**config.mk**
```make
export PLATFORM = sky130hd
export DESIGN_NAME = sart_ram
export DESIGN_NICKNAME = d
export VERILOG_FILES = /design/src/hdl/sart_ram.sv
export SDC_FILE = /design/constraint.sdc
export NUM_CORES = 1
export LEC_CHECK = 0
export ABC_AREA = 0
export BUFFER_PORTS_ARGS = -buffer_cell sky130_fd_sc_hd__buf_4
export CAP_MARGIN = 10
export CORE_MARGIN = 2
export CORE_UTILIZATION = 44
export CTS_BUF_LIST = sky130_fd_sc_hd__clkbuf_16
export CTS_CLUSTER_DIAMETER = 80
export CTS_CLUSTER_SIZE = 16
export DETAILED_ROUTE_END_ITERATION = 16
export GPL_ROUTABILITY_DRIVEN = 0
export PLACE_DENSITY = 0.68
export SLEW_MARGIN = 30
export SYNTH_ARGS = -nofsm -noshare
export SYNTH_HDL_FRONTEND = slang
export SYNTH_SLANG_ARGS = --single-unit
```
**constraint.sdc**
```tcl
create_clock -name clk -period 1.9 [get_ports clk]
set_input_delay 0.095 -clock clk [delete_from_list [all_inputs] [get_ports clk]]
set_output_delay 0.095 -clock clk [all_outputs]
set_load 0.05 [all_outputs]
```
**src/hdl/sart_ram.sv**
```systemverilog
// Generic single-port RAM with registered read.
`default_nettype none
module sart_ram #(
	parameter int WIDTH = 8,
	parameter int DEPTH = 16
) (
	input wire logic clk,
	input wire logic we,
	input wire logic [$clog2(DEPTH)-1:0] addr,
	input wire logic [WIDTH-1:0] wdata,
	output logic [WIDTH-1:0] rdata
);
	logic [WIDTH-1:0] mem [DEPTH];

	// read one word, and write it when enabled (the read returns the old word)
	always_ff @(posedge clk) begin
		if (we) begin
			mem[addr] <= wdata;
		end
		rdata <= mem[addr];
	end
endmodule
`default_nettype wire
```
; Word level (Yosys, flattened, before mapping)
; Memory sizes are Yosys's and may differ from the RTL's. A register that Yosys moved wholly into a read port is not among the register bits.
; Cells that the tools add are included.
[totals]
reg_bits = 0
ram_bits = 128
inputBits = 14
out_inout_bits = 8
elab_cells = 3
memories = 1
[mem_list]
columns = memory, words, word_bits, read_ports, rd_ports_with_merged_regs, write_ports, line
row1 = mem, 16, 8, 1, 1, 1, 13  ; logic [WIDTH-1:0] mem [DEPTH];
[classes]
mux = 2
[ops]
columns = op, count
row1 = $mux W1, 2

; Depth between registers and ports, before layout
; Gate-level depths: netlist of run 1.
[depth]
ltp_word = 2
mapped_depth = 5
mapped_depth_nobuf = 3

; Worst setup path before layout of run 1
; Ideal clock, no wire load.
[synth_path]
kind = input port to flip-flop
from = in addr[2]
to = mem mem[0][0], enable pin
setup_time_ps = 383
t_arrival_ps = 1205
slack_ps = 312
cell_stages = 2
n_path_buf = 0
path_cell_list = or3b_2 nor3_1
[synth_rtl]
columns = element, line
row1 = from (decl), 9  ; input wire logic [$clog2(DEPTH)-1:0] addr,
row2 = to (decl), 13
; Straight into the memory's write port.

==> run summary, run 1 <==
Post-synth ARST share -> 0%
Max-Cap Viols -> 0
CP Class -> flip-flop to flip-flop
Initial Util -> 44.76%
IO Pins -> 22
upper clock frequency limit -> 0.7451 GHz
clock buffer depth -> 2
leakage -> 2.043 nW
synthesized flop and latch total -> 136
diodes inserted -> 0
Vias/cell -> 5.352
setup ws final -> 0.5579 ns
largest net degree at the start of global routing -> 39
status -> completed
Synth warnings -> 0
Reg clk slew, reported paths -> 0.05 ns
DRC viols -> 0
buffers plus inverters on the worst setup path -> 0
DRC marker count from the first detailed-route iteration -> 279
FF/Latch Area -> 4004 um2
Die Y -> 111.3 um
Skew-Pair Late Insertion Delay -> 0.41 ns
die area -> 12390 um2
footprint of the multi-input gates -> 1003 um2
Peak VDD IR -> 0.0007398 V
total gr overflow -> 0
Synth Instances -> 230
Slew HR -> 43.73%
critical-path maximum fanout -> 1
Synth cell types -> 18
vias in the first global route -> 2576
Mapped Avg Cell Area -> 22.03 um2
Post-CTS Setup Bufs -> 0
WHS Path Cells -> 1
width of the die -> 111.3 um
CTS tree -> yes
setup tns final -> 0 ns
initial antenna violation count -> 0
endpoints failing setup -> 0
Slew Viols, Final -> 0
GRT Total Usage -> 16.17%
minimum hold slack -> 0.01589 ns
Worst Hold Class -> input port to flip-flop
WP data required -> 2.19 ns
CP cell instances -> mux4_2 > a22oi_1 > nand2_1
most frequent cells in the layout -> edfxtp_1 (128), buf_4 (37), mux4_2 (32), clkbuf_16 (17), a22oi_1 (16)
leading cell type in the layout, fill and taps excluded -> edfxtp_1
Layout Nets -> 298
Antenna Nets Post-Route -> 0
PD cells -> 1114 nW/um2
H-tree levels -> 4
vias -> 2355
WL/cell -> 21.02 um
critical path's largest stage delay -> 0.50 ns
I/O Buffers -> 21
Main synth FF type -> edfxtp_1
final worst path period need -> 1.342 ns
Worst path top cell family by delay -> multiplexers
cell count of the worst reg-to-reg path -> 3
Hold Violations, Final -> 0
net count after synthesis -> 244
first-pass GRT wire length -> 14.43 mm
period utilization -> 70.64%
Filler Cells Inserted -> 859
Detailed Place HPWL -> 6.067 mm
Worst Setup End Kind -> flip-flop
CTS root buf -> clkbuf_16
worst slew pin tran -> 0.8410 ns
CTS resizes -> 0
hold buffers post-CTS -> 6
routed wire length -> 9.249 mm
Clock Sinks -> 136
EDFF count, synth -> 128
worst endpoint data arrival time -> 1.63 ns
WP depth -> 3
DP Worst Slack -> 0.3391 ns
unrepaired setup endpoints after global routing -> no
synthesis-to-finish area growth -> 21.31%
Startpoint Class -> flip-flop
skew final -> 0.004144 ns
mapped cell area -> 5067 um2
CORE AREA -> 11320 um2
CTS buffer count -> 17
Worst path slowest cell -> mux4_2
sequential share of the synthesized area -> 79.01%
share of cells above drive strength 1 -> 33.67%
Rows -> 39
drt pass-1 iters -> 4
## area by class of cell
class	count	share of cell area (%)
Clock buffer	17	6.920
Clock inverter	15	2.239
Timing Repair Buffer	46	6.473
Tap cell	143	2.911
Sequential cell	136	65.13
Multi-Input combinational cell	83	16.32
## kinds of logic (layout without fill, tap and decap cells)
family	after synthesis	after routing	synth area share [%]
muxes	32	32	14.22
AOI/OAI and AO/OA	16	16	2.370
DFF	136	136	79.01
and+or+nand+nor	35	35	3.210
buffers and inverters	11	78	1.185
## per-layer routing
metal,part of all wire [%],global-route usage [%],vias to the layer above
met2,53,26.22,52
met4,1.4,7.325,0
li1,-,-,1070
met5,0,0,-
met1,42,20.17,1223
met3,3.5,5.030,10
## worst reg2reg max path, delay by kind of cell, from the launching register on
family,cells,cell delay (ns)
compound gates,1,0.24
flops,1,0.38
mux,1,0.50
simple gates,1,0.10
## registers in the layout, summed over array words and instances (netlist names)
register,count
mem,128
rdata,8
## where the power goes
group / internal [W] / leakage, nW / switching (W) / total [W]
clock network: 0.00190 / 0.270 / 0.00116 / 0.00306
registers: 0.00336 / 1.22 / 0.0000184 / 0.00337
logic: 0.000168 / 0.549 / 0.000243 / 0.000412
## worst paths after layout
check	start	end	slack, ns
setup / recovery	mem[7][1]$_DFFE_PP_	rdata[1]$_DFF_P_	0.56
hold / removal	wdata[5]	mem[5][5]$_DFFE_PP_	0.02
setup reg to reg	mem[7][1]$_DFFE_PP_	rdata[1]$_DFF_P_	0.56
hold reg to reg	mem[12][0]$_DFFE_PP_	rdata[0]$_DFF_P_	0.67
## per-stage QoR
stage          util (%)  instances  total power, W  area, um2
2_1_floorplan         -        230        0.003675       5067
3_3_place_gp      48.80        402        0.003830       5524
3_5_place_dp      48.80        402        0.003843       5524
4_1_cts           54.30        440        0.006907       6147
5_1_grt           54.30        440        0.007082       6147
6_report          54.30        440        0.006846       6147
## cell usage after synthesis (4+ instances only)
library cell	n	share of area (%)
nand2_1	9	0.67
edfxtp_1	128	76
nor3_1	4	0.40
nor2_1	13	0.96
dfxtp_1	8	3.2
mux4_2	32	14
buf_1	4	0.30
a22oi_1	16	2.4
Power figures use the tool's default switching activity.
==> run 2: changes to the inputs <==
--- a/config.mk
+++ b/config.mk
@@ -15,7 +15,7 @@
 export CTS_CLUSTER_SIZE = 16
 export DETAILED_ROUTE_END_ITERATION = 16
 export GPL_ROUTABILITY_DRIVEN = 0
-export PLACE_DENSITY = 0.68
+export PLACE_DENSITY = 0.7
 export SLEW_MARGIN = 30
 export SYNTH_ARGS = -nofsm -noshare
 export SYNTH_HDL_FRONTEND = slang
==> constraint.sdc (replaced) <==
create_clock -name clk -period 1.2 [get_ports clk]
set_input_delay 0.06 -clock clk [delete_from_list [all_inputs] [get_ports clk]]
set_output_delay 0.06 -clock clk [all_outputs]
set_load 0.05 [all_outputs]
==> run 2 against run 1 <==
Against the previous run: the run now ends with setup timing left; largest power group unchanged; clock-buffer cell count is the same; register-to-register slack worse by 0.62 ns; critical endpoint is now rdata[0]$_DFF_P_; clock power rose by 70%; sequential cell count stayed put; critical path depth unchanged; final cell count up 5.9%; combinational power grew 92%; core utilization increased by 5.0 points; highest routed layer unchanged; non-clock buffer count grew 26.
==> run summary, run 2 (synthesized netlist as in run 1, its figures left out) <==
status -> complete, but fails checks (was completed)
failing checks -> setup timing
die area -> 12390 um2 (unchanged)
initial antenna violation count -> 0 (unchanged)
vias -> 2506 (was 2355)
H-tree levels -> 4 (unchanged)
diodes inserted -> 0 (unchanged)
WL/cell -> 21.75 um (was 21.02 um)
Startpoint Class -> flip-flop (unchanged)
Peak VDD IR -> 0.0008925 V (was 0.0007398 V)
IO Pins -> 22 (unchanged)
endpoints failing setup -> 8 (was 0)
width of the die -> 111.3 um (unchanged)
first-pass GRT wire length -> 15.93 mm (was 14.43 mm)
Initial Util -> 44.76% (unchanged)
CP Class -> flip-flop to flip-flop (unchanged)
setup ws final -> -0.05880 ns (was 0.5579 ns)
Skew-Pair Late Insertion Delay -> 0.41 ns (about the same)
Antenna Nets Post-Route -> 0 (unchanged)
share of cells above drive strength 1 -> 48.61% (was 33.67%)
synthesis-to-finish area growth -> 32.52% (was 21.31%)
leakage -> 2.241 nW (was 2.043 nW)
DRC viols -> 0 (unchanged)
placed cell count -> 426 (was 402)
Die Y -> 111.3 um (unchanged)
critical-path maximum fanout -> 1 (unchanged)
CTS tree -> yes (unchanged)
Clock Sinks -> 136 (unchanged)
PD cells -> 1689 nW/um2 (was 1114 nW/um2)
routed wire length -> 10.13 mm (was 9.249 mm)
clock buffer depth -> 2 (unchanged)
most frequent cells in the layout -> edfxtp_1 (128), buf_4 (49), mux4_2 (32), clkbuf_16 (17), buf_12 (15) (was edfxtp_1 (128), buf_4 (37), mux4_2 (32), clkbuf_16 (17), a22oi_1 (16))
drt pass-1 iters -> 4 (unchanged)
Worst Hold Class -> input port to flip-flop (unchanged)
Regs by FF count -> mem (128), rdata (8) (unchanged)
Largest register FFs -> 128 (unchanged)
DP Worst Slack -> -0.2498 ns (was 0.3391 ns)
worst endpoint data arrival time -> 1.55 ns (was 1.63 ns)
DRC marker count from the first detailed-route iteration -> 183 (was 279)
CTS root buf -> clkbuf_16 (unchanged)
setup tns final -> -0.3532 ns (was 0 ns)
Biggest register -> mem (unchanged)
Detailed Place HPWL -> 6.514 mm (was 6.067 mm)
unrepaired setup endpoints after global routing -> yes (was no)
total gr overflow -> 0 (unchanged)
vias in the first global route -> 2811 (was 2576)
Hold Violations, Final -> 0 (unchanged)
I/O Buffers -> 21 (unchanged)
leading cell type in the layout, fill and taps excluded -> edfxtp_1 (unchanged)
Rows -> 39 (unchanged)
CTS buffer count -> 17 (unchanged)
WP data required -> 1.49 ns (was 2.19 ns)
minimum hold slack -> 0.2235 ns (was 0.01589 ns)
Max-Cap Viols -> 0 (unchanged)
final worst path period need -> 1.259 ns (was 1.342 ns)
Worst Setup End Kind -> flip-flop (unchanged)
Slew HR -> 36.62% (was 43.73%)
Final Non-Filler Cells -> 466 (was 440)
period utilization -> 104.9% (was 70.64%)
CORE AREA -> 11320 um2 (unchanged)
skew final -> 0.01071 ns (was 0.004144 ns)
Reg clk slew, reported paths -> 0.06 ns (was 0.05 ns)
Vias/cell -> 5.378 (was 5.352)
GRT Total Usage -> 17.80% (was 16.17%)
worst slew pin tran -> 0.9487 ns (was 0.8410 ns)
Slew Viols, Final -> 0 (unchanged)
largest net degree at the start of global routing -> 24 (was 39)
Layout Nets -> 324 (was 298)
upper clock frequency limit -> 0.7944 GHz (was 0.7451 GHz)
## run 2: cell types whose count changed in the layout (fill, tap and decap cells not counted), moves of 3 or more
cell and change:
buf_12 +12, buf_4 +12, nor2_1 -12, nor2_4 +12
a22oi_1 -10, a22oi_2 +10, clkinv_1 -4, nor3_1 -4
nor3_2 +3
## run 2: area by class of cell
type / instances / area (um2)
fill: 804 / 4606
tap: 143 / 178.9
multi-input combinational: 83 / 1180
timing repair buffer: 72 / 748.2
clock buffer: 17 / 425.4
sequential: 136 / 4004
clock inverter: 15 / 178.9
## run 2: timing repair
action                     4_1_cts  5_1_grt
hold buffers                     8        0
pin swaps                        7        4
hold endpoints to repair       128        0
setup buffers                    0        0
setup endpoints to repair        8        8
gates cloned                     0        0
gates resized for setup          9        1
## run 2: path summary, 6_finish.rpt
| check | start | endpoint | slack (ns) | cells after the start |
|---|---|---|---|---|
| worst min register to register | mem[15][3]$_DFFE_PP_ | rdata[3]$_DFF_P_ | 0.69 | 3 |
| worst min-delay path | addr[0] | rdata[4]$_DFF_P_ | 0.22 | 4 |
| worst max register to register | mem[11][0]$_DFFE_PP_ | rdata[0]$_DFF_P_ | -0.06 | 3 |
| worst max-delay path | mem[11][0]$_DFFE_PP_ | rdata[0]$_DFF_P_ | -0.06 | 3 |
## run 2: report_power, final
part / total [W] / switching [W] / leakage [nW] / internal, W
clock network: 0.00521 / 0.00193 / 0.291 / 0.00327
logic: 0.000789 / 0.000446 / 0.726 / 0.000343
registers: 0.00535 / 0.0000368 / 1.22 / 0.00531
## run 2: worst max-delay path: stages, from the launching register on
cell and delay (ns):
edfxtp_1 0.37, mux4_2 0.51, a22oi_2 0.19, nand2_1 0.07
## run 2: through the flow
stage                     area (um2)  total power (W)  util [%]
after floorplan                 5201         0.005854         -
after global placement          5981         0.006177     52.83
after detailed placement        5981         0.006196     52.83
after CTS                       6710          0.01141     59.27
after global routing            6715          0.01167     59.32
final                           6715          0.01134     59.32
## run 2: layer usage
metal / wire, um / track usage (%) / vias up
met5: 0 / 0 / -
met4: 72 / 4.774 / 0
met3: 717 / 5.631 / 9
met2: 5252 / 29.19 / 96
met1: 4093 / 23.37 / 1279
li1: - / - / 1122
==> run 3: changes to the inputs <==
--- a/config.mk
+++ b/config.mk
@@ -5,17 +5,19 @@
 export SDC_FILE = /design/constraint.sdc
 export NUM_CORES = 1
 export LEC_CHECK = 0
-export ABC_AREA = 0
+export ABC_AREA = 1
 export BUFFER_PORTS_ARGS = -buffer_cell sky130_fd_sc_hd__buf_4
 export CAP_MARGIN = 10
+export CELL_PAD_IN_SITES_DETAIL_PLACEMENT = 1
+export CELL_PAD_IN_SITES_GLOBAL_PLACEMENT = 2
 export CORE_MARGIN = 2
-export CORE_UTILIZATION = 44
+export CORE_UTILIZATION = 36
 export CTS_BUF_LIST = sky130_fd_sc_hd__clkbuf_16
 export CTS_CLUSTER_DIAMETER = 80
 export CTS_CLUSTER_SIZE = 16
 export DETAILED_ROUTE_END_ITERATION = 16
 export GPL_ROUTABILITY_DRIVEN = 0
-export PLACE_DENSITY = 0.7
+export PLACE_DENSITY = 0.82
 export SLEW_MARGIN = 30
 export SYNTH_ARGS = -nofsm -noshare
 export SYNTH_HDL_FRONTEND = slang
==> run 3 against run 2 <==
Against the previous run: the run now ends clean; global-route usage rose by 0.39 points; hold slack got worse by 0.21 ns; routed wire length rose by 37%; clock power rose by 1%; die area rose by 34%; combinational power rose by 13%; clock-buffer cell count did not move; critical endpoint is now rdata[1]$_DFF_P_; sequential power barely moved; critical path type unchanged.
==> run summary, run 3 <==
Worst Hold Class -> input port to flip-flop (unchanged)
first-pass GRT wire length -> 21.50 mm (was 15.93 mm)
synth top area cells -> edfxtp_1 (69%), nand2_1 (23%), dfxtp_1 (2.9%), inv_1 (1.4%), nor2_1 (1.2%) (was edfxtp_1 (76%), mux4_2 (14%), dfxtp_1 (3.2%), a22oi_1 (2.4%), nor2_1 (0.96%))
routed wire length -> 13.87 mm (was 10.13 mm)
Finished Cell Area -> 6874 um2 (was 6715 um2)
WP depth -> 8 (was 3)
unrepaired setup endpoints after global routing -> no (was yes)
Layout Nets -> 605 (was 324)
vias in the first global route -> 3977 (was 2811)
die area -> 16550 um2 (was 12390 um2)
Worst Setup End Kind -> flip-flop (unchanged)
CTS tree -> yes (unchanged)
minimum hold slack -> 0.01773 ns (was 0.2235 ns)
Vias/cell -> 4.749 (was 5.378)
Setup crit end -> rdata[1]$_DFF_P_ (was rdata[0]$_DFF_P_)
Peak VDD IR -> 0.001092 V (was 0.0008925 V)
most frequent cells in the layout -> nand2_1 (346), edfxtp_1 (128), buf_4 (36), inv_1 (26), clkbuf_16 (17) (was edfxtp_1 (128), buf_4 (49), mux4_2 (32), clkbuf_16 (17), buf_12 (15))
largest net degree at the start of global routing -> 33 (was 24)
Largest register FFs -> 128 (unchanged)
initial antenna violation count -> 0 (unchanged)
Worst Setup SP -> mem[3][1]$_DFFE_PP_ (was mem[11][0]$_DFFE_PP_)
critical-path maximum fanout -> 1 (unchanged)
DRC viols -> 0 (unchanged)
Die Y -> 128.6 um (was 111.3 um)
cell with the most instances after synthesis -> nand2_1 (was edfxtp_1)
Max-Cap Viols -> 0 (unchanged)
upper clock frequency limit -> 0.9322 GHz (was 0.7944 GHz)
leakage -> 2.897 nW (was 2.241 nW)
synthesized flop and latch total -> 136 (unchanged)
Clk pwr share -> 45.8% (was 45.9%)
leading cell type in the layout, fill and taps excluded -> nand2_1 (was edfxtp_1)
footprint of the multi-input gates -> 1531 um2 (was 1180 um2)
reg2reg start -> mem[3][1]$_DFFE_PP_ (was mem[11][0]$_DFFE_PP_)
Startpoint Class -> flip-flop (unchanged)
IO Pins -> 22 (unchanged)
top-area cell type share of the netlist area -> 68.72% (was 75.85%)
GRT Total Usage -> 18.19% (was 17.80%)
total gr overflow -> 0 (unchanged)
Worst path slowest cell -> edfxtp_1 (was mux4_2)
CP dominant cell by count -> nand2_1
FF/Latch Area -> 4004 um2 (unchanged)
Skew-Pair Late Insertion Delay -> 0.42 ns (was 0.41 ns)
Main synth FF type -> edfxtp_1 (unchanged)
CP cell instances -> nand2_1 > nand2_1 > nand2_1 > nand2_1 > nand2_1 > nand2_1 > inv_1 > nand2_1 (was mux4_2 > a22oi_2 > nand2_1)
critical path's largest stage delay -> 0.37 ns (was 0.51 ns)
Reg clk slew, reported paths -> 0.06 ns (about the same)
I/O Buffers -> 21 (unchanged)
Detailed Place HPWL -> 9.321 mm (was 6.514 mm)
cell count of the worst reg-to-reg path -> 8 (was 3)
reported net switching power -> 0.002515 W (was 0.002416 W)
Synth warnings -> 0 (unchanged)
CP Class -> flip-flop to flip-flop (unchanged)
Placement Cell Area -> 6247 um2 (was 5981 um2)
diodes inserted -> 0 (unchanged)
Post-synth ARST share -> 0% (unchanged)
DRC marker count from the first detailed-route iteration -> 149 (was 183)
Mapped Avg Cell Area -> 10.21 um2 (was 22.03 um2)
PD cells -> 1674 nW/um2 (was 1689 nW/um2)
mapped cell area -> 5593 um2 (was 5067 um2)
buffers plus inverters on the worst setup path -> 1 (was 0)
Comb pwr share -> 7.8% (was 7.0%)
EDFF count, synth -> 128 (unchanged)
WP data required -> 1.52 ns (was 1.49 ns)
Regs by FF count -> mem (128), rdata (8) (unchanged)
period utilization -> 89.39% (was 104.9%)
cell taking the most area after synthesis -> edfxtp_1 (unchanged)
r2r setup slk -> 0.13 ns (was -0.06 ns)
Biggest register -> mem (unchanged)
sequential share of the synthesized area -> 71.59% (was 79.01%)
worst slew pin tran -> 0.3713 ns (was 0.9487 ns)
Internal -> 0.008991 W (was 0.008927 W)
synthesis-to-finish area growth -> 22.91% (was 32.52%)
skew final -> 0.008222 ns (was 0.01071 ns)
Synth Instances -> 548 (was 230)
Antenna Nets Post-Route -> 0 (unchanged)
Synth cell types -> 11 (was 18)
width of the die -> 128.6 um (was 111.3 um)
CTS root buf -> clkbuf_16 (unchanged)
Slew Viols, Final -> 0 (unchanged)
worst endpoint data arrival time -> 1.39 ns (was 1.55 ns)
Reg power frac -> 46.4% (was 47.1%)
WL/cell -> 17.51 um (was 21.75 um)
fin util -> 45.22% (was 59.32%)
final worst path period need -> 1.073 ns (was 1.259 ns)
vias -> 3761 (was 2506)
Final Power -> 0.01151 W (was 0.01134 W)
net count after synthesis -> 562 (was 244)
status -> completed (was complete, but fails checks)
CORE AREA -> 15200 um2 (was 11320 um2)
Hold Violations, Final -> 0 (unchanged)
Filler Cells Inserted -> 1663 (was 804)
Initial Util -> 36.79% (was 44.76%)
CTS buffer count -> 17 (unchanged)
Worst path top cell family by delay -> simple AND/OR/NAND/NOR gates (was multiplexers)
drt pass-1 iters -> 4 (unchanged)
endpoints failing setup -> 0 (was 8)
Slew HR -> 75.22% (was 36.62%)
Clock Sinks -> 136 (unchanged)
sw frac -> 21.86% (was 21.30%)
share of cells above drive strength 1 -> 14.57% (was 48.61%)
H-tree levels -> 4 (unchanged)
Rows -> 45 (was 39)
Worst R2R End -> rdata[1]$_DFF_P_ (was rdata[0]$_DFF_P_)
CTS resizes -> 0 (was 9)
commonest cells in the netlist -> nand2_1 (346), edfxtp_1 (128), inv_1 (21) (was edfxtp_1 (128), mux4_2 (32), a22oi_1 (16))
clock buffer depth -> 2 (unchanged)
==> run 3: cell types whose count changed in the layout (fill, tap and decap cells not counted), sizes merged, moves of 4 or more <==
cell,previous run,this run
nand2,9,346
nor3,4,0
nor2,13,18
dlygate4sd3,8,3
a22oi,16,0
inv,3,27
buf,64,42
mux4,32,0
==> run 3: cell families (layout without fill, tap and decap cells) <==
family | after synthesis | after routing | synth area share, %
DFF | 136 | 136 | 71.59
and+or+nand+nor | 368 | 368 | 24.79
buffers and inverters | 44 | 100 | 3.624
==> run 3: layout make-up <==
cell class              count  area share, %
flip-flops and latches    136          58.25
multi-input cells         368          22.28
clock buffers              17          6.189
repair buffers             45          6.116
well taps                 188          3.422
clock inverters            15          2.494
inverters                  23          1.256
==> run 3: worst min-delay path by stage <==
stage                            to  startpoint  slack (ns)  depth (start not counted)
3_3_place_gp   mem[15][4]$_DFFE_PP_    wdata[4]        0.43                          1
6_report        mem[2][3]$_DFFE_PP_    wdata[3]        0.02                          1
4_1_cts         mem[2][7]$_DFFE_PP_    wdata[7]      0.0008                          1
5_1_grt         mem[3][7]$_DFFE_PP_    wdata[7]        0.01                          1
2_1_floorplan   mem[0][0]$_DFFE_PP_    wdata[0]        0.16                          0
3_5_place_dp   mem[15][4]$_DFFE_PP_    wdata[4]        0.44                          1
==> run 3: repair_timing <==
item	4_1_cts	5_1_grt
hold buffers	3	0
hold endpoints to repair	24	0
buffers inserted	0	0
==> run 3: stage by stage <==
step	TNS, ns	setup slack [ns]	instances
final	0	0.1273	792
after global routing	0	0.007621	792
after CTS	0	0.1269	792
after detailed placement	-5.187	-0.1021	757
after global placement	-2.148	-0.05425	757
after floorplan	-2.229	-0.05946	548
==> run 3: worst register-to-register path, cell delays in order (launching register included) <==
cell,delay (ns)
edfxtp_1,0.37
nand2_1,0.08
nand2_1,0.06
nand2_1,0.08
nand2_1,0.06
nand2_1,0.07
nand2_1,0.12
inv_1,0.08
nand2_1,0.04
==> run 3: metal layers <==
metal | wire [um] | GRT usage (%)
met5 | 0 | 0
met3 | 430 | 3.742
met2 | 7521 | 33.96
met1 | 5642 | 20.22
met4 | 274 | 7.225
==> run 3: power groups by stage <==
stage / Clock, W / Sequential [W] / Combinational (W)
global route: 0.00552 / 0.00535 / 0.000987
finish: 0.00527 / 0.00534 / 0.000892
global placement: 0 / 0.00543 / 0.000875
floorplan: 0 / 0.00555 / 0.000403
CTS: 0.00537 / 0.00534 / 0.000909
detailed placement: 0 / 0.00544 / 0.000894
